**src/sv/recursive_snake_balance_order_unit_assert.svh**
```systemverilog
// ----------------------------------------------------------------------------
// Assertion macros for the snake balance order unit
// Each macro samples on the rising edge of clk and is disabled during reset.
// ----------------------------------------------------------------------------
`ifndef RECURSIVE_SNAKE_BALANCE_ORDER_UNIT_ASSERT_SVH
`define RECURSIVE_SNAKE_BALANCE_ORDER_UNIT_ASSERT_SVH

// Condition holds at every edge
`define RSBO_ASSERT_ALWAYS(label, cond, msg) \
    label: assert property (@(posedge clk) disable iff (!rst_n) (cond)) \
        else $error(msg);

// Consequent holds in the same cycle as the antecedent
`define RSBO_ASSERT_IMPL(label, ante, cons, msg) \
    label: assert property (@(posedge clk) disable iff (!rst_n) (ante) |-> (cons)) \
        else $error(msg);

// Consequent holds in the cycle after the antecedent
`define RSBO_ASSERT_NEXT(label, ante, cons, msg) \
    label: assert property (@(posedge clk) disable iff (!rst_n) (ante) |=> (cons)) \
        else $error(msg);

`endif

```
**src/sv/rsbo_pkg.sv**
```systemverilog
// ----------------------------------------------------------------------------
// rsbo_pkg
// Shared types and constants of the snake balance order unit.
// ----------------------------------------------------------------------------
package rsbo_pkg;

    // Sequencer states
    typedef enum logic [2:0] {
        ST_LOAD,
        ST_START,
        ST_SCAN,
        ST_PLACE,
        ST_COPY,
        ST_POP,
        ST_EMIT_RD,
        ST_EMIT_HOLD
    } state_t;

    // Picks alternate between halves with this period (snake pattern)
    localparam int SnakePeriod = 4;
    localparam int PhaseBits   = $clog2(SnakePeriod);

    typedef logic [PhaseBits-1:0] phase_t;

    // Phase of the first pick of a segment
    localparam phase_t PhaseFirstPick = phase_t'(1);

    // Phases 0 and 1 feed the first half, the others the second half
    function automatic logic snake_first_half(input phase_t phase);
        return phase < phase_t'(SnakePeriod / 2);
    endfunction

endpackage

```
**src/sv/rsbo_channels.sv**
```systemverilog
// ----------------------------------------------------------------------------
// rsbo channel interfaces
// Valid/ready channels for loaded pairs and for reordered result words.
// ----------------------------------------------------------------------------
interface rsbo_load_if #(
    parameter int WEIGHT_BITS = 16,
    parameter int RANK_BITS   = 8
);
    logic                   valid;
    logic                   ready;
    logic [WEIGHT_BITS-1:0] weight;
    logic [RANK_BITS-1:0]   rank_id;
    logic                   last_entry;

    modport source (output valid, weight, rank_id, last_entry, input ready);
    modport sink   (input valid, weight, rank_id, last_entry, output ready);
endinterface

interface rsbo_result_if #(
    parameter int WEIGHT_BITS = 16,
    parameter int RANK_BITS   = 8
);
    logic                   valid;
    logic                   ready;
    logic [WEIGHT_BITS-1:0] out_weight;
    logic [RANK_BITS-1:0]   out_rank;
    logic                   out_last;

    modport source (output valid, out_weight, out_rank, out_last, input ready);
    modport sink   (input valid, out_weight, out_rank, out_last, output ready);
endinterface

```
**src/sv/recursive_snake_balance_order_unit.sv**
```systemverilog
// ----------------------------------------------------------------------------
// recursive_snake_balance_order_unit
// Loads a set of weight/rank pairs, reorders it by recursive snake-order
// halving so both halves of every split carry similar weight, then emits it.
//
//   Channel  Role    Word contents                       Moves
//   load     sink    weight, rank_id, last_entry         one pair per word
//   result   source  out_weight, out_rank, out_last      one pair per word
//
// Loading accepts one word per cycle; words beyond MAX_ENTRIES are dropped.
// Reordering: each segment of length L >= 2 takes a start step, L picks that
// each scan it through the single shared compare unit, and a copy-back; the
// store's single read port means each scan reads one entry at a time.
// Emitting reads each word from the store, then holds it until result takes it.
// load.ready is high only while loading; result stalls simply hold the word.
// Reset clears the sequencer, counters and taken mask; no clearing pass.
// ----------------------------------------------------------------------------
`include "recursive_snake_balance_order_unit_assert.svh"

module recursive_snake_balance_order_unit #(
    parameter int MAX_ENTRIES = 16,
    parameter int WEIGHT_BITS = 16,
    parameter int RANK_BITS   = 8
) (
    input logic           clk,
    input logic           rst_n,
    rsbo_load_if.sink     load,
    rsbo_result_if.source result
);

    localparam int CW          = $clog2(MAX_ENTRIES + 1);
    localparam int IW          = (MAX_ENTRIES > 1) ? $clog2(MAX_ENTRIES) : 1;
    localparam int SW          = WEIGHT_BITS + RANK_BITS;
    localparam int STACK_DEPTH = $clog2(MAX_ENTRIES) + 1;
    localparam int SPW         = $clog2(STACK_DEPTH + 1);
    localparam int SIW         = (STACK_DEPTH > 1) ? $clog2(STACK_DEPTH) : 1;

    // Control registers
    rsbo_pkg::state_t   state_reg, state_next;
    logic [CW-1:0]      count_reg, count_next;
    logic [CW-1:0]      iss_reg, iss_next;
    logic               pend_reg, pend_next;
    logic [IW-1:0]      pidx_reg, pidx_next;
    logic [IW-1:0]      base_reg, base_next;
    logic [CW-1:0]      len_reg, len_next;
    logic [CW-1:0]      f_reg, f_next;
    logic [CW-1:0]      s_reg, s_next;
    logic [CW-1:0]      pick_reg, pick_next;
    rsbo_pkg::phase_t   phase_reg, phase_next;
    logic [MAX_ENTRIES-1:0] taken_reg, taken_next;
    logic               found_reg, found_next;
    logic [IW-1:0]      best_idx_reg, best_idx_next;
    logic [SPW-1:0]     sp_reg, sp_next;

    // Payload registers
    logic [WEIGHT_BITS-1:0] best_w_reg;
    logic [RANK_BITS-1:0]   best_r_reg;
    logic [IW-1:0]          stk_base_reg [STACK_DEPTH];
    logic [CW-1:0]          stk_len_reg  [STACK_DEPTH];

    // RAM ports
    logic          st_wr_en, st_rd_en, sc_wr_en, sc_rd_en;
    logic [IW-1:0] st_wr_addr, st_rd_addr, sc_wr_addr, sc_rd_addr;
    logic [SW-1:0] st_wr_data, st_rd_data, sc_wr_data, sc_rd_data;

    // Helpers
    logic                   load_fire, result_fire, last_word;
    logic [CW-1:0]          count_after, half, upper;
    logic                   scan_active, cand, first_half, dst_is_f, push_en;
    logic [CW-1:0]          dst;
    logic [IW-1:0]          scan_addr, copy_addr, push_base;
    logic [SPW-1:0]         sp_dec;
    logic [SIW-1:0]         pop_idx;
    logic [WEIGHT_BITS-1:0] rd_w;
    logic [RANK_BITS-1:0]   rd_r;

    assign load_fire   = load.valid && load.ready;
    assign result_fire = result.valid && result.ready;
    assign count_after = (count_reg < CW'(MAX_ENTRIES)) ? count_reg + 1'b1 : count_reg;
    assign half        = len_reg >> 1;
    assign upper       = len_reg - half;
    assign scan_active = iss_reg < len_reg;
    assign scan_addr   = IW'((CW + 1)'(base_reg) + (CW + 1)'(iss_reg));
    assign copy_addr   = IW'((CW + 1)'(base_reg) + (CW + 1)'(pidx_reg));
    assign push_base   = IW'((CW + 1)'(base_reg) + (CW + 1)'(half));
    assign sp_dec      = sp_reg - 1'b1;
    assign pop_idx     = sp_dec[SIW-1:0];
    assign last_word   = ((CW + 1)'(iss_reg) + 1'b1) == (CW + 1)'(count_reg);
    assign rd_w        = st_rd_data[SW-1:RANK_BITS];
    assign rd_r        = st_rd_data[RANK_BITS-1:0];

    // Shared compare unit: first untaken entry, or an untaken one heavier than the best so far
    assign cand = (state_reg == rsbo_pkg::ST_SCAN) && pend_reg && !taken_reg[pidx_reg]
                  && (!found_reg || (rd_w > best_w_reg));

    // Snake destination with spill into the other half when full
    assign first_half = rsbo_pkg::snake_first_half(phase_reg);
    always_comb
    begin
        if (first_half)
        begin
            dst_is_f = f_reg < half;
        end
        else
        begin
            dst_is_f = !(s_reg < len_reg);
        end
        dst = dst_is_f ? f_reg : s_reg;
    end

    assign push_en = (state_reg == rsbo_pkg::ST_COPY) && !scan_active;

    // Next-state logic
    always_comb
    begin
        state_next = state_reg;
        unique case (state_reg)
            rsbo_pkg::ST_LOAD:
            begin
                if (load_fire && load.last_entry)
                begin
                    state_next = rsbo_pkg::ST_START;
                end
            end
            rsbo_pkg::ST_START:
            begin
                state_next = (len_reg <= CW'(1)) ? rsbo_pkg::ST_POP : rsbo_pkg::ST_SCAN;
            end
            rsbo_pkg::ST_SCAN:
            begin
                if (!scan_active)
                begin
                    state_next = rsbo_pkg::ST_PLACE;
                end
            end
            rsbo_pkg::ST_PLACE:
            begin
                state_next = ((pick_reg + 1'b1) == len_reg) ? rsbo_pkg::ST_COPY
                                                            : rsbo_pkg::ST_SCAN;
            end
            rsbo_pkg::ST_COPY:
            begin
                if (!scan_active)
                begin
                    state_next = rsbo_pkg::ST_START;
                end
            end
            rsbo_pkg::ST_POP:
            begin
                state_next = (sp_reg == '0) ? rsbo_pkg::ST_EMIT_RD : rsbo_pkg::ST_START;
            end
            rsbo_pkg::ST_EMIT_RD:
            begin
                state_next = rsbo_pkg::ST_EMIT_HOLD;
            end
            rsbo_pkg::ST_EMIT_HOLD:
            begin
                if (result_fire)
                begin
                    state_next = last_word ? rsbo_pkg::ST_LOAD : rsbo_pkg::ST_EMIT_RD;
                end
            end
            default:
            begin
                state_next = rsbo_pkg::ST_LOAD;
            end
        endcase
    end

    // Outputs and RAM controls
    always_comb
    begin
        load.ready   = (state_reg == rsbo_pkg::ST_LOAD);
        result.valid = (state_reg == rsbo_pkg::ST_EMIT_HOLD);
        st_wr_en     = 1'b0;
        st_wr_addr   = count_reg[IW-1:0];
        st_wr_data   = {load.weight, load.rank_id};
        st_rd_en     = 1'b0;
        st_rd_addr   = scan_addr;
        sc_wr_en     = 1'b0;
        sc_wr_addr   = dst[IW-1:0];
        sc_wr_data   = {best_w_reg, best_r_reg};
        sc_rd_en     = 1'b0;
        sc_rd_addr   = iss_reg[IW-1:0];
        unique case (state_reg)
            rsbo_pkg::ST_LOAD:
            begin
                st_wr_en = load_fire && (count_reg < CW'(MAX_ENTRIES));
            end
            rsbo_pkg::ST_SCAN:
            begin
                st_rd_en = scan_active;
            end
            rsbo_pkg::ST_PLACE:
            begin
                sc_wr_en = 1'b1;
            end
            rsbo_pkg::ST_COPY:
            begin
                sc_rd_en   = scan_active;
                st_wr_en   = pend_reg;
                st_wr_addr = copy_addr;
                st_wr_data = sc_rd_data;
            end
            rsbo_pkg::ST_EMIT_RD:
            begin
                st_rd_en   = 1'b1;
                st_rd_addr = iss_reg[IW-1:0];
            end
            default:
            begin
            end
        endcase
    end

    assign result.out_weight = rd_w;
    assign result.out_rank   = rd_r;
    assign result.out_last   = last_word;

    // Datapath next values
    always_comb
    begin
        count_next    = count_reg;
        iss_next      = iss_reg;
        pend_next     = 1'b0;
        pidx_next     = iss_reg[IW-1:0];
        base_next     = base_reg;
        len_next      = len_reg;
        f_next        = f_reg;
        s_next        = s_reg;
        pick_next     = pick_reg;
        phase_next    = phase_reg;
        taken_next    = taken_reg;
        found_next    = found_reg;
        best_idx_next = best_idx_reg;
        sp_next       = sp_reg;
        unique case (state_reg)
            rsbo_pkg::ST_LOAD:
            begin
                if (load_fire)
                begin
                    count_next = count_after;
                    if (load.last_entry)
                    begin
                        base_next = '0;
                        len_next  = count_after;
                    end
                end
            end
            rsbo_pkg::ST_START:
            begin
                iss_next   = '0;
                found_next = 1'b0;
                taken_next = '0;
                f_next     = '0;
                s_next     = half;
                pick_next  = '0;
                phase_next = rsbo_pkg::PhaseFirstPick;
            end
            rsbo_pkg::ST_SCAN:
            begin
                pend_next = scan_active;
                if (scan_active)
                begin
                    iss_next = iss_reg + 1'b1;
                end
                if (cand)
                begin
                    found_next    = 1'b1;
                    best_idx_next = pidx_reg;
                end
            end
            rsbo_pkg::ST_PLACE:
            begin
                taken_next[best_idx_reg] = 1'b1;
                if (dst_is_f)
                begin
                    f_next = f_reg + 1'b1;
                end
                else
                begin
                    s_next = s_reg + 1'b1;
                end
                pick_next  = pick_reg + 1'b1;
                phase_next = phase_reg + 1'b1;
                iss_next   = '0;
                found_next = 1'b0;
            end
            rsbo_pkg::ST_COPY:
            begin
                pend_next = scan_active;
                if (scan_active)
                begin
                    iss_next = iss_reg + 1'b1;
                end
                else
                begin
                    // second half waits on the stack, first half goes next
                    len_next = half;
                    sp_next  = sp_reg + 1'b1;
                end
            end
            rsbo_pkg::ST_POP:
            begin
                if (sp_reg != '0)
                begin
                    base_next = stk_base_reg[pop_idx];
                    len_next  = stk_len_reg[pop_idx];
                    sp_next   = sp_dec;
                end
                else
                begin
                    iss_next = '0;
                end
            end
            rsbo_pkg::ST_EMIT_HOLD:
            begin
                if (result_fire)
                begin
                    if (last_word)
                    begin
                        count_next = '0;
                    end
                    else
                    begin
                        iss_next = iss_reg + 1'b1;
                    end
                end
            end
            default:
            begin
            end
        endcase
    end

    // Control registers
    always_ff @(posedge clk or negedge rst_n)
    begin
        if (!rst_n)
        begin
            state_reg    <= rsbo_pkg::ST_LOAD;
            count_reg    <= '0;
            iss_reg      <= '0;
            pend_reg     <= 1'b0;
            pidx_reg     <= '0;
            base_reg     <= '0;
            len_reg      <= '0;
            f_reg        <= '0;
            s_reg        <= '0;
            pick_reg     <= '0;
            phase_reg    <= rsbo_pkg::PhaseFirstPick;
            taken_reg    <= '0;
            found_reg    <= 1'b0;
            best_idx_reg <= '0;
            sp_reg       <= '0;
        end
        else
        begin
            state_reg    <= state_next;
            count_reg    <= count_next;
            iss_reg      <= iss_next;
            pend_reg     <= pend_next;
            pidx_reg     <= pidx_next;
            base_reg     <= base_next;
            len_reg      <= len_next;
            f_reg        <= f_next;
            s_reg        <= s_next;
            pick_reg     <= pick_next;
            phase_reg    <= phase_next;
            taken_reg    <= taken_next;
            found_reg    <= found_next;
            best_idx_reg <= best_idx_next;
            sp_reg       <= sp_next;
        end
    end

    // Best candidate and segment stack payload
    always_ff @(posedge clk)
    begin
        if (cand)
        begin
            best_w_reg <= rd_w;
            best_r_reg <= rd_r;
        end
        if (push_en)
        begin
            stk_base_reg[sp_reg[SIW-1:0]] <= push_base;
            stk_len_reg[sp_reg[SIW-1:0]]  <= upper;
        end
    end

    // Loaded set
    rsbo_ram #(
        .WIDTH (SW),
        .DEPTH (MAX_ENTRIES),
        .AW    (IW)
    ) u_store (
        .clk     (clk),
        .wr_en   (st_wr_en),
        .wr_addr (st_wr_addr),
        .wr_data (st_wr_data),
        .rd_en   (st_rd_en),
        .rd_addr (st_rd_addr),
        .rd_data (st_rd_data)
    );

    // Halves under construction
    rsbo_ram #(
        .WIDTH (SW),
        .DEPTH (MAX_ENTRIES),
        .AW    (IW)
    ) u_scratch (
        .clk     (clk),
        .wr_en   (sc_wr_en),
        .wr_addr (sc_wr_addr),
        .wr_data (sc_wr_data),
        .rd_en   (sc_rd_en),
        .rd_addr (sc_rd_addr),
        .rd_data (sc_rd_data)
    );

    // Checks
    `RSBO_ASSERT_ALWAYS(a_stack_bound, sp_reg <= SPW'(STACK_DEPTH), "segment stack overflow")
    `RSBO_ASSERT_IMPL(a_place_found, state_reg == rsbo_pkg::ST_PLACE, found_reg, "pick without candidate")
    `RSBO_ASSERT_IMPL(a_taken_picks, state_reg == rsbo_pkg::ST_SCAN, $countones(taken_reg) == int'(pick_reg), "taken mask out of step with picks")
    `RSBO_ASSERT_ALWAYS(a_one_side, !(load.ready && result.valid), "loading while emitting")
    `RSBO_ASSERT_NEXT(a_set_done, result.valid && result.ready && result.out_last, state_reg == rsbo_pkg::ST_LOAD && count_reg == '0, "set not closed after last word")

endmodule

```
**src/sv/rsbo_ram.sv**
```systemverilog
// ----------------------------------------------------------------------------
// rsbo_ram
// Generic simple dual-port RAM: one write port, one read port, registered read.
// ----------------------------------------------------------------------------
module rsbo_ram #(
    parameter int WIDTH = 24,
    parameter int DEPTH = 16,
    parameter int AW    = (DEPTH > 1) ? $clog2(DEPTH) : 1
) (
    input  logic             clk,
    input  logic             wr_en,
    input  logic [AW-1:0]    wr_addr,
    input  logic [WIDTH-1:0] wr_data,
    input  logic             rd_en,
    input  logic [AW-1:0]    rd_addr,
    output logic [WIDTH-1:0] rd_data
);

    logic [WIDTH-1:0] mem [DEPTH];
    logic [WIDTH-1:0] rd_data_reg;

    // Write port
    always_ff @(posedge clk)
    begin
        if (wr_en)
        begin
            mem[wr_addr] <= wr_data;
        end
    end

    // Registered read, holds while idle
    always_ff @(posedge clk)
    begin
        if (rd_en)
        begin
            rd_data_reg <= mem[rd_addr];
        end
    end

    assign rd_data = rd_data_reg;

endmodule
```
**src/flat_wrapper.sv**
```systemverilog
// flat-port wrapper written by rule: the top's interface ports become plain ports
module recursive_snake_balance_order_unit_flat 
#(
    parameter int MAX_ENTRIES = 16,
    parameter int WEIGHT_BITS = 16,
    parameter int RANK_BITS   = 8
)
  (clk, rst_n, load_valid, load_weight, load_rank_id, load_last_entry, load_ready, result_valid, result_out_weight, result_out_rank, result_out_last, result_ready);
  rsbo_load_if #(.WEIGHT_BITS(WEIGHT_BITS), .RANK_BITS(RANK_BITS)) load_i ();
  rsbo_result_if #(.WEIGHT_BITS(WEIGHT_BITS), .RANK_BITS(RANK_BITS)) result_i ();
  input logic clk;
  input logic rst_n;
  input wire logic [$bits(load_i.valid)-1:0] load_valid;
  input wire logic [$bits(load_i.weight)-1:0] load_weight;
  input wire logic [$bits(load_i.rank_id)-1:0] load_rank_id;
  input wire logic [$bits(load_i.last_entry)-1:0] load_last_entry;
  output wire logic [$bits(load_i.ready)-1:0] load_ready;
  output wire logic [$bits(result_i.valid)-1:0] result_valid;
  output wire logic [$bits(result_i.out_weight)-1:0] result_out_weight;
  output wire logic [$bits(result_i.out_rank)-1:0] result_out_rank;
  output wire logic [$bits(result_i.out_last)-1:0] result_out_last;
  input wire logic [$bits(result_i.ready)-1:0] result_ready;
  assign load_i.valid = load_valid;
  assign load_i.weight = load_weight;
  assign load_i.rank_id = load_rank_id;
  assign load_i.last_entry = load_last_entry;
  assign load_ready = load_i.ready;
  assign result_valid = result_i.valid;
  assign result_out_weight = result_i.out_weight;
  assign result_out_rank = result_i.out_rank;
  assign result_out_last = result_i.out_last;
  assign result_i.ready = result_ready;
  recursive_snake_balance_order_unit #(.MAX_ENTRIES(MAX_ENTRIES), .WEIGHT_BITS(WEIGHT_BITS), .RANK_BITS(RANK_BITS)) u_core (.clk(clk), .rst_n(rst_n), .load(load_i), .result(result_i));
endmodule
```
**config.mk**
```make
export PLATFORM = sky130hd
export DESIGN_NAME = recursive_snake_balance_order_unit_flat
export DESIGN_NICKNAME = d
export VERILOG_FILES = /design/src/sv/rsbo_pkg.sv /design/src/sv/rsbo_channels.sv /design/src/sv/recursive_snake_balance_order_unit.sv /design/src/sv/rsbo_ram.sv /design/src/flat_wrapper.sv
export VERILOG_INCLUDE_DIRS = /design/src /design/src/sv
export SDC_FILE = /design/constraint.sdc
export NUM_CORES = 1
export LEC_CHECK = 0
export CORE_ASPECT_RATIO = 0.6
export CORE_MARGIN = 1
export CORE_UTILIZATION = 30
export DETAILED_ROUTE_END_ITERATION = 7
export DONT_BUFFER_PORTS = 1
export HOLD_SLACK_MARGIN = 0.03
export PLACE_DENSITY = 0.51
export SLEW_MARGIN = 30
export SYNTH_ARGS = -nofsm -noshare
export SYNTH_HDL_FRONTEND = slang
export SYNTH_SLANG_ARGS = --single-unit
```
**constraint.sdc**
```tcl
create_clock -name clk -period 6.55 [get_ports clk]
set_input_delay 0.655 -clock clk [delete_from_list [all_inputs] [get_ports clk]]
set_output_delay 0.655 -clock clk [all_outputs]
set_load 0.01 [all_outputs]
```
==> summary.md, run 1 <==
| Metric | Value |
|---|---|
| Post-CTS sizing | `0` |
| # fillers | `12190` |
| Setup TNS | `0 ns` |
| Cell taking the most area after synthesis | `edfxtp_1` |
| DR vias/cell | `5.033` |
| Async SR Flop Fraction | `7.135%` |
| Post-synthesis mux area share | `9.965%` |
| Initial core utilization | `30.24%` |
| Fin crit period | `3.782 ns` |
| Yosys cell types | `73` |
| CTS Buf Count | `88` |
| Residual DRC count | `0` |
| Clk pwr share | `24.3%` |
| Largest net degree at the start of global routing | `92` |
| First-pass DRT Iterations | `5` |
| Gp weighted congestion | `0.8172` |
| Crit-path max FO | `56` |
| R2r worst-path depth | `9` |
| Share of cells above drive strength 1 | `15.76%` |
| Reg power frac | `39.5%` |
| Mapped Cells | `2483` |
| Worst setup path start | `u_core.iss_reg[1]` |
| Max Slew Vio Count | `0` |
| Vias | `21680` |
| Synth area leaders | `edfxtp_1 (68%), mux4_2 (7.7%), nand2_1 (4.6%)` |
| HP Class | `in2reg` |
| Number of port buffers | `0` |
| CTS tree | `done` |
| Final setup vio count | `0` |
| Global route overflow | `0` |
| Antenna Nets Post-Route | `0` |
| Total GRT Usage | `15.75%` |
| Die area | `131400 sq um` |
| CTS H-tree depth | `3` |
| Largest family of logic cells by synthesized area | `multiplexers` |
| Hold path depth | `3` |
| First-pass GRT wire length | `150.5 mm` |
| Clk_lat worst skew | `0.69 ns` |
| Status | `complete, no violations` |
| Dpl cells | `4140` |
| DR WL/cell | `23.97 um` |
| Syn Std Cell Area | `38970 sq um` |
| DP Wirelength | `63.96 mm` |
| Die Width | `467.3 um` |
| Antenna violations before repair | `2` |
| Vias in the first global route | `21680` |
| Worst R2R Setup Slack | `2.77 ns` |
| Register bit total from synthesis | `953` |
| Root Buffer | `clkbuf_16` |
| Synth Area in XOR/XNOR | `0.7608%` |
| Layout Cells excl Fill | `4307` |
| Die H | `281.2 um` |
| RSZ-0062 raised after global routing | `no` |
| Leak | `0.01479 uW` |
| Switching part of the total | `37.18%` |
| CTS clk-pin slew, worst paths | `0.06 ns` |
| Arrival time worst endpoint | `4.19 ns` |
| Post-Syn Nets | `2569` |
| Final Hold Fails | `0` |
| Max cap viols | `0` |
| Max_slew headroom | `36.92%` |
| WS Path Type | `reg2reg` |
| Int Pwr | `13630 uW` |
| Type of element capturing the critical path | `flop` |
| Worst vdd ir | `569.6 uV` |
| Clock skew | `0.03114 ns` |
| Worst endpoint required time | `6.96 ns` |
| Final net count | `2603` |
| Pin slew with the least headroom to its limit | `0.9264 ns` |
| Compound-gate portion of the synthesized area | `3.239%` |
| Setup Fix Bufs, Post-CTS | `0` |
| CTS Sinks | `953` |
| Sequential-to-total area share from yosys stat | `72.56%` |
| Worst setup SP type | `flop` |
| Share of the synthesized area in the top cell type | `68.19%` |
| Sw power | `8064 uW` |
| P&R area growth vs syn | `14.53%` |
| DRT iter0 DRCs | `2646` |
| Max Clk Rate | `264.4 MHz` |
| # rows | `102` |
| EDFF count, synth | `885` |
| Min-delay src | `result_ready` |
| Final WL | `103.2 mm` |
| Clock tree buffer depth | `3` |
| Ys Warns | `0` |
| Avg Cell Area, Syn | `15.70 sq um` |
| Part of the power in combinational logic | `36.2%` |
| Core area | `128900 sq um` |
| # IOs | `56` |
| Top FF cell, synth | `edfxtp_1` |
| Pwr per Cell Area | `485.9 nW/um^2` |
| Simple-gate share of the synthesized area | `9.730%` |
| Synth Area in Adders | `1.907%` |
| Fin crit share | `57.74%` |
| Worst r2r src | `u_core.iss_reg[1]` |
## worst max-delay path: stages (launching register included)
cell	delay, ns
dfrtp_4	0.99
inv_1	0.19
fa_1	0.42
xnor2_1	0.16
mux2_2	0.32
nor2_4	0.50
buf_4	0.53
nand3_1	0.15
nand4_1	0.13
mux2i_1	0.08
## placed cells by master (no fill, tap or decap), drive strengths merged, types with 11 or more instances in the layout
cell type / instances
buf: 72
nand3: 190
clkbuf: 106
nor2: 81
bufinv: 12
dfrtp: 67
nor3: 22
a32oi: 25
a31oi: 11
a21oi: 44
edfxtp: 885
clkinv: 36
mux4: 133
ha: 53
nand2: 481
o21ai: 37
nand4: 35
inv: 46
nand2b: 16
mux2i: 73
a21o: 13
xnor2: 23
mux2: 14
## final timing paths
path | to
min in group asynchronous | u_core.f_reg[1]
worst max-delay path | u_core.u_store.rd_data[9]
worst min register to register | u_core.taken_reg[15]
worst max register to register | u_core.u_store.rd_data[9]
max in group asynchronous | u_core.iss_reg[0]
worst min-delay path | u_core.state_reg[1]
## area by class of cell
class                           count  area, sq um  share of cell area [%]
Antenna cell                        2        5.005                 0.01121
Clock buffer                      106         2291                   5.132
Clock inverter                     56        623.1                   1.396
Inverter                           43        166.4                  0.3728
Multi-Input combinational cell   1358        10420                   23.35
Sequential cell                   953        28290                   63.38
Tap cell                         1716         2147                   4.810
Timing Repair Buffer               73        690.7                   1.547
## routing by layer
layer | part of all wire, % | vias up | global-route usage (%)
met5 | 0 | - | 0
met4 | 1.7 | 0 | 3.458
met3 | 8.0 | 113 | 3.640
met2 | 41 | 747 | 21.41
met1 | 49 | 11270 | 24.93
li1 | - | 9544 | -
## metrics by stage
stage | total power, uW | area [sq um] | hold slack, ns | setup slack, ns | util, %
floorplan | 13650 | 38970 | 0.3594 | 1.539 | -
global placement | 16390 | 41520 | 0.3619 | 2.646 | 32.21
detailed placement | 16550 | 41630 | 0.3616 | 2.640 | 32.30
CTS | 21850 | 44580 | 0.2049 | 2.639 | 34.59
global route | 22850 | 44630 | 0.2480 | 2.534 | 34.63
finish | 21690 | 44640 | 0.2531 | 2.768 | 34.63
## cells by family after synthesis
logic type | count (synthesis)
buf+inv | 172
mux | 220
xor+xnor | 33
flops | 953
compound gates | 183
simple gates | 865
fa+ha+maj | 57
## timing repair
action / 4_1_cts / 5_1_grt
endpoints found under the hold margin: 68 / 0
hold buffers: 2 / 0
endpoints found under the setup margin: 0 / 0
## synthesized netlist by cell type, types with 5 or more instances
master and instances:
nor2b_1 10, mux2_2 14, a22o_1 5, nor3_1 21
a21oi_1 44, dfrtp_1 67, xor2_1 10, nor2_1 81
nand2_1 481, o31ai_1 6, nand3_1 190, a32oi_1 25
clkbuf_1 73, xnor2_1 22, inv_1 42, edfxtp_1 885
buf_2 29, mux2i_1 73, o21ai_0 36, mux4_2 133
nand2b_1 16, a21o_1 13, o211ai_1 6, ha_1 53
a31oi_1 11, nand4_1 35, buf_1 21
## power by group through the flow
stage / Clock, uW / Sequential [uW] / Combinational [uW]
2_1_floorplan: 0 / 8170 / 5480
3_3_place_gp: 0 / 8670 / 7710
3_5_place_dp: 0 / 8690 / 7850
4_1_cts: 5390 / 8570 / 7890
5_1_grt: 5630 / 8640 / 8580
6_report: 5280 / 8560 / 7850
No activity file was read; power rests on OpenSTA's default activity.
==> run 2: changes to the inputs <==
--- a/config.mk
+++ b/config.mk
@@ -6,6 +6,7 @@
 export SDC_FILE = /design/constraint.sdc
 export NUM_CORES = 1
 export LEC_CHECK = 0
+export ABC_AREA = 1
 export CORE_ASPECT_RATIO = 0.6
 export CORE_MARGIN = 1
 export CORE_UTILIZATION = 30
==> constraint.sdc (replaced) <==
create_clock -name clk -period 3.7 [get_ports clk]
set_input_delay 0.37 -clock clk [delete_from_list [all_inputs] [get_ports clk]]
set_output_delay 0.37 -clock clk [all_outputs]
set_load 0.01 [all_outputs]
==> summary.md, run 2 <==
| Metric | Value |
|---|---|
| Status | `complete, no violations` |
| Final WL | `110.2 mm (+6.8%)` |
| Top FF cell, synth | `edfxtp_1` |
| Largest net degree at the start of global routing | `194 (+110%)` |
| Post-Syn Nets | `3309 (+29%)` |
| Synth Area in XOR/XNOR | `0.4464% (-0.31 points)` |
| Setup Fix Bufs, Post-CTS | `0 (unchanged)` |
| Commonest cells in the synthesized netlist | `edfxtp_1 (885), nor2_1 (566), o21ai_0 (443)` |
| # fillers | `12780 (+4.9%)` |
| Worst vdd ir | `501.9 uV (-12%)` |
| Antenna violations before repair | `10 (+8)` |
| CTS tree | `done` |
| Pwr per Cell Area | `820.6 nW/um^2 (+69%)` |
| DR WL met2 | `44.13 mm (+4.1%)` |
| Multi-input logic area | `9921 sq um (-4.8%)` |
| Max Clk Rate | `297.2 MHz` |
| Crit-path max FO | `54 (-3.6%)` |
| CP bufs+invs | `4 (+2)` |
| Synth Area in Adders | `1.894% (-0.013 points)` |
| Simple-gate share of the synthesized area | `10.85% (+1.1 points)` |
| Register bit total from synthesis | `953 (unchanged)` |
| # IOs | `56 (unchanged)` |
| # rows | `102 (unchanged)` |
| Commonest cells after routing, fill and taps aside | `edfxtp_1 (885), nor2_1 (534), o21ai_0 (442)` |
| Core area | `129400 sq um (+0.40%)` |
| CTS H-tree depth | `3 (unchanged)` |
| Initial core utilization | `30.33% (+0.089 points)` |
| Mapped Cells | `3223 (+30%)` |
| Antenna Nets Post-Route | `0 (unchanged)` |
| DR WL/cell | `21.75 um (-9.3%)` |
| Die Width | `468.9 um (+0.34%)` |
| Final core occ | `34.91% (+0.28 points)` |
| Final net count | `3364 (+29%)` |
| Global route overflow | `0 (unchanged)` |
| First-pass GRT wire length | `163.4 mm (+8.6%)` |
| Setup TNS | `0 ns (unchanged)` |
| Largest family of logic cells by synthesized area | `compound AO/OA/AOI/OAI gates` |
| WS Path Type | `reg2out` |
| Min-delay src | `load_valid` |
| Synth area leaders | `edfxtp_1 (68%), o21ai_0 (5.6%), nor2_1 (5.4%)` |
| Share of the synthesized area in the top cell type | `67.72% (-0.47 points)` |
| EDFF count, synth | `885 (unchanged)` |
| Leak | `0.01545 uW (+4.5%)` |
| Die area | `132300 sq um (+0.69%)` |
| Worst r2r src | `u_core.len_reg[3]` |
| Worst endpoint required time | `3.33 ns (-3.63 ns)` |
| Worst R2R Setup Slack | `0.48 ns (-2.29 ns)` |
| Pin slew with the least headroom to its limit | `1.065 ns (+0.1387 ns)` |
| Post-synthesis mux area share | `0.02551% (-9.9 points)` |
| Compound-gate portion of the synthesized area | `11.34% (+8.1 points)` |
| Total GRT Usage | `16.64% (+0.89 points)` |
| R2r worst-path depth | `12 (+3)` |
| Top sig layer | `met5` |
| Share of cells above drive strength 1 | `9.585% (-6.2 points)` |
| Max_slew headroom | `28.99% (-7.9 points)` |
| P&R area growth vs syn | `15.11%` |
| Cell with the largest stage delay on the worst path | `buf_4` |
| Sequential-to-total area share from yosys stat | `72.06% (-0.50 points)` |
| Vias in the first global route | `23720 (+9.4%)` |
| Gp weighted congestion | `0.8217 (+0.55%)` |
| Root Buffer | `clkbuf_16` |
| CTS clk-pin slew, worst paths | `0.07 ns (about the same)` |
| Clk_lat worst skew | `0.70 ns (about the same)` |
| Max cap viols | `0 (unchanged)` |
| Avg Cell Area, Syn | `12.18 sq um (-22%)` |
| Arrival time worst endpoint | `2.99 ns (-1.20 ns)` |
| Type of element capturing the critical path | `output pin` |
| Worst setup SP type | `flop` |
| Crit-path cells | `buf_4, ha_1, inv_1, nand2_1, nand2_1, nand2_1, nand3_1, nor2_1, nand3_1, inv_1, buf_4` |
| Number of port buffers | `0 (unchanged)` |
| RSZ-0062 raised after global routing | `no` |
| Die H | `282.2 um (+0.34%)` |
| Ys Warns | `0 (unchanged)` |
| Slowest stage delay, CP | `0.57 ns (-0.42 ns)` |
| First-pass DRT Iterations | `5 (unchanged)` |
| Met3 WL | `8.421 mm (+2.3%)` |
| Commonest non-fill, non-tap cell in the layout | `edfxtp_1` |
| Most used cell, CP | `nand2_1` |
| Max Slew Vio Count | `0 (unchanged)` |
| CTS Buf Count | `89 (+1.1%)` |
| DRT met1 WL | `55.76 mm (+9.6%)` |
| CTS Sinks | `953 (unchanged)` |
| Final Hold Fails | `0 (unchanged)` |
| HP Class | `in2reg` |
| Async SR Flop Fraction | `7.135% (unchanged)` |
| Reg2reg end | `u_core.u_scratch.mem[12][11]` |
| Clock skew | `0.04750 ns (+0.01636 ns)` |
| DR vias/cell | `5.004 (-0.57%)` |
| Residual DRC count | `0 (unchanged)` |
| Fin crit share | `90.94%` |
| Min-Delay Endpoint | `u_core.state_reg[1]` |
| DP Wirelength | `67.65 mm (+5.8%)` |
| Crit-path leading delay family | `buffers and inverters` |
| DRT iter0 DRCs | `2692 (+1.7%)` |
| Cell taking the most area after synthesis | `edfxtp_1` |
| Hold path depth | `4 (+1)` |
| Most common cell in the netlist | `edfxtp_1` |
| Vias | `25370 (+17%)` |
| Clock tree buffer depth | `3 (unchanged)` |
| Sequential cell area | `28290 sq um (about the same)` |
| Yosys cell types | `41 (-44%)` |
| Syn Std Cell Area | `39240 sq um (+0.69%)` |
| Final setup vio count | `0 (unchanged)` |
| Fin crit period | `3.365 ns` |
## run 2: power by group
part	internal, uW	leakage [uW]	total, uW	switching (uW)
registers	13400	0.00889	14300	838
logic	4120	0.00521	13700	9600
clock network	4900	0.00136	9060	4160
## run 2: logic make-up (layout without fill, tap and decap cells)
kind of cell               after synthesis  count (layout)
AOI/OAI and AO/OA                      791             791
xor gates and xnor gates                20              20
adders and majority gates               57              57
buffers and inverters                  331             457
DFF                                    953             953
muxes                                    1               1
other                                    0               4
and+or+nand+nor                       1070            1070
## run 2: timing repair
action,in CTS,in global routing
endpoints found under the hold margin,69,0
gates resized for setup,0,0
hold buffers,3,0
endpoints found under the setup margin,0,0
## run 2: metrics by stage
| stage | setup slack, ns | area, sq um | std cells | power [uW] | hold slack, ns |
|---|---|---|---|---|---|
| 3_3_place_gp | 0.5536 | 42330 | 4900 | 28160 | 0.07947 |
| 5_1_grt | 0.1165 | 45170 | 5069 | 39270 | 0.1168 |
| 2_1_floorplan | 0.1722 | 39240 | 3223 | 22710 | 0.07441 |
| 4_1_cts | 0.2793 | 45160 | 5065 | 37240 | 0.07160 |
| 6_report | 0.3351 | 45170 | 5069 | 37070 | 0.1472 |
| 3_5_place_dp | 0.5318 | 42330 | 4900 | 28160 | 0.07909 |
## run 2: final cells by class
cell class / count / share of cell area (%)
antenna: 4 / 0.02216
clock buffer: 110 / 5.127
inverter: 154 / 1.294
timing repair buffer: 141 / 3.174
multi-input combinational: 1939 / 21.96
sequential: 953 / 62.62
clock inverter: 52 / 1.044
tap: 1716 / 4.753
## run 2: per-layer routing
layer / vias to the layer above / track usage (%)
li1: 11760 / -
met1: 12610 / 26.41
met2: 872 / 22.16
met3: 123 / 3.974
met4: 2 / 4.198
met5: - / 0
## run 2: how the worst max path moves through the flow
stage / from / end / slack [ns] / depth (start not counted)
after floorplan: u_core.len_reg[2] / u_core.u_store.rd_data[0] / 0.17 / 7
after global placement: u_core.len_reg[3] / u_core.u_scratch.mem[11][19] / 0.55 / 12
after detailed placement: u_core.len_reg[3] / u_core.u_scratch.mem[12][4] / 0.53 / 12
after CTS: u_core.iss_reg[1] / result_out_last / 0.28 / 11
after global routing: u_core.iss_reg[1] / result_out_last / 0.12 / 9
final: u_core.iss_reg[1] / result_out_last / 0.34 / 11
## run 2: worst reg2reg max path: stages, from the launching register on
cell     delay (ns)
dfrtp_1        0.46
inv_1          0.12
buf_4          0.18
ha_1           0.27
nand2_1        0.05
inv_1          0.06
o21ai_0        0.07
nand4_1        0.10
nand2_1        0.22
o21ai_0        0.36
nand3_1        0.44
nor2_4         0.21
buf_4          0.32
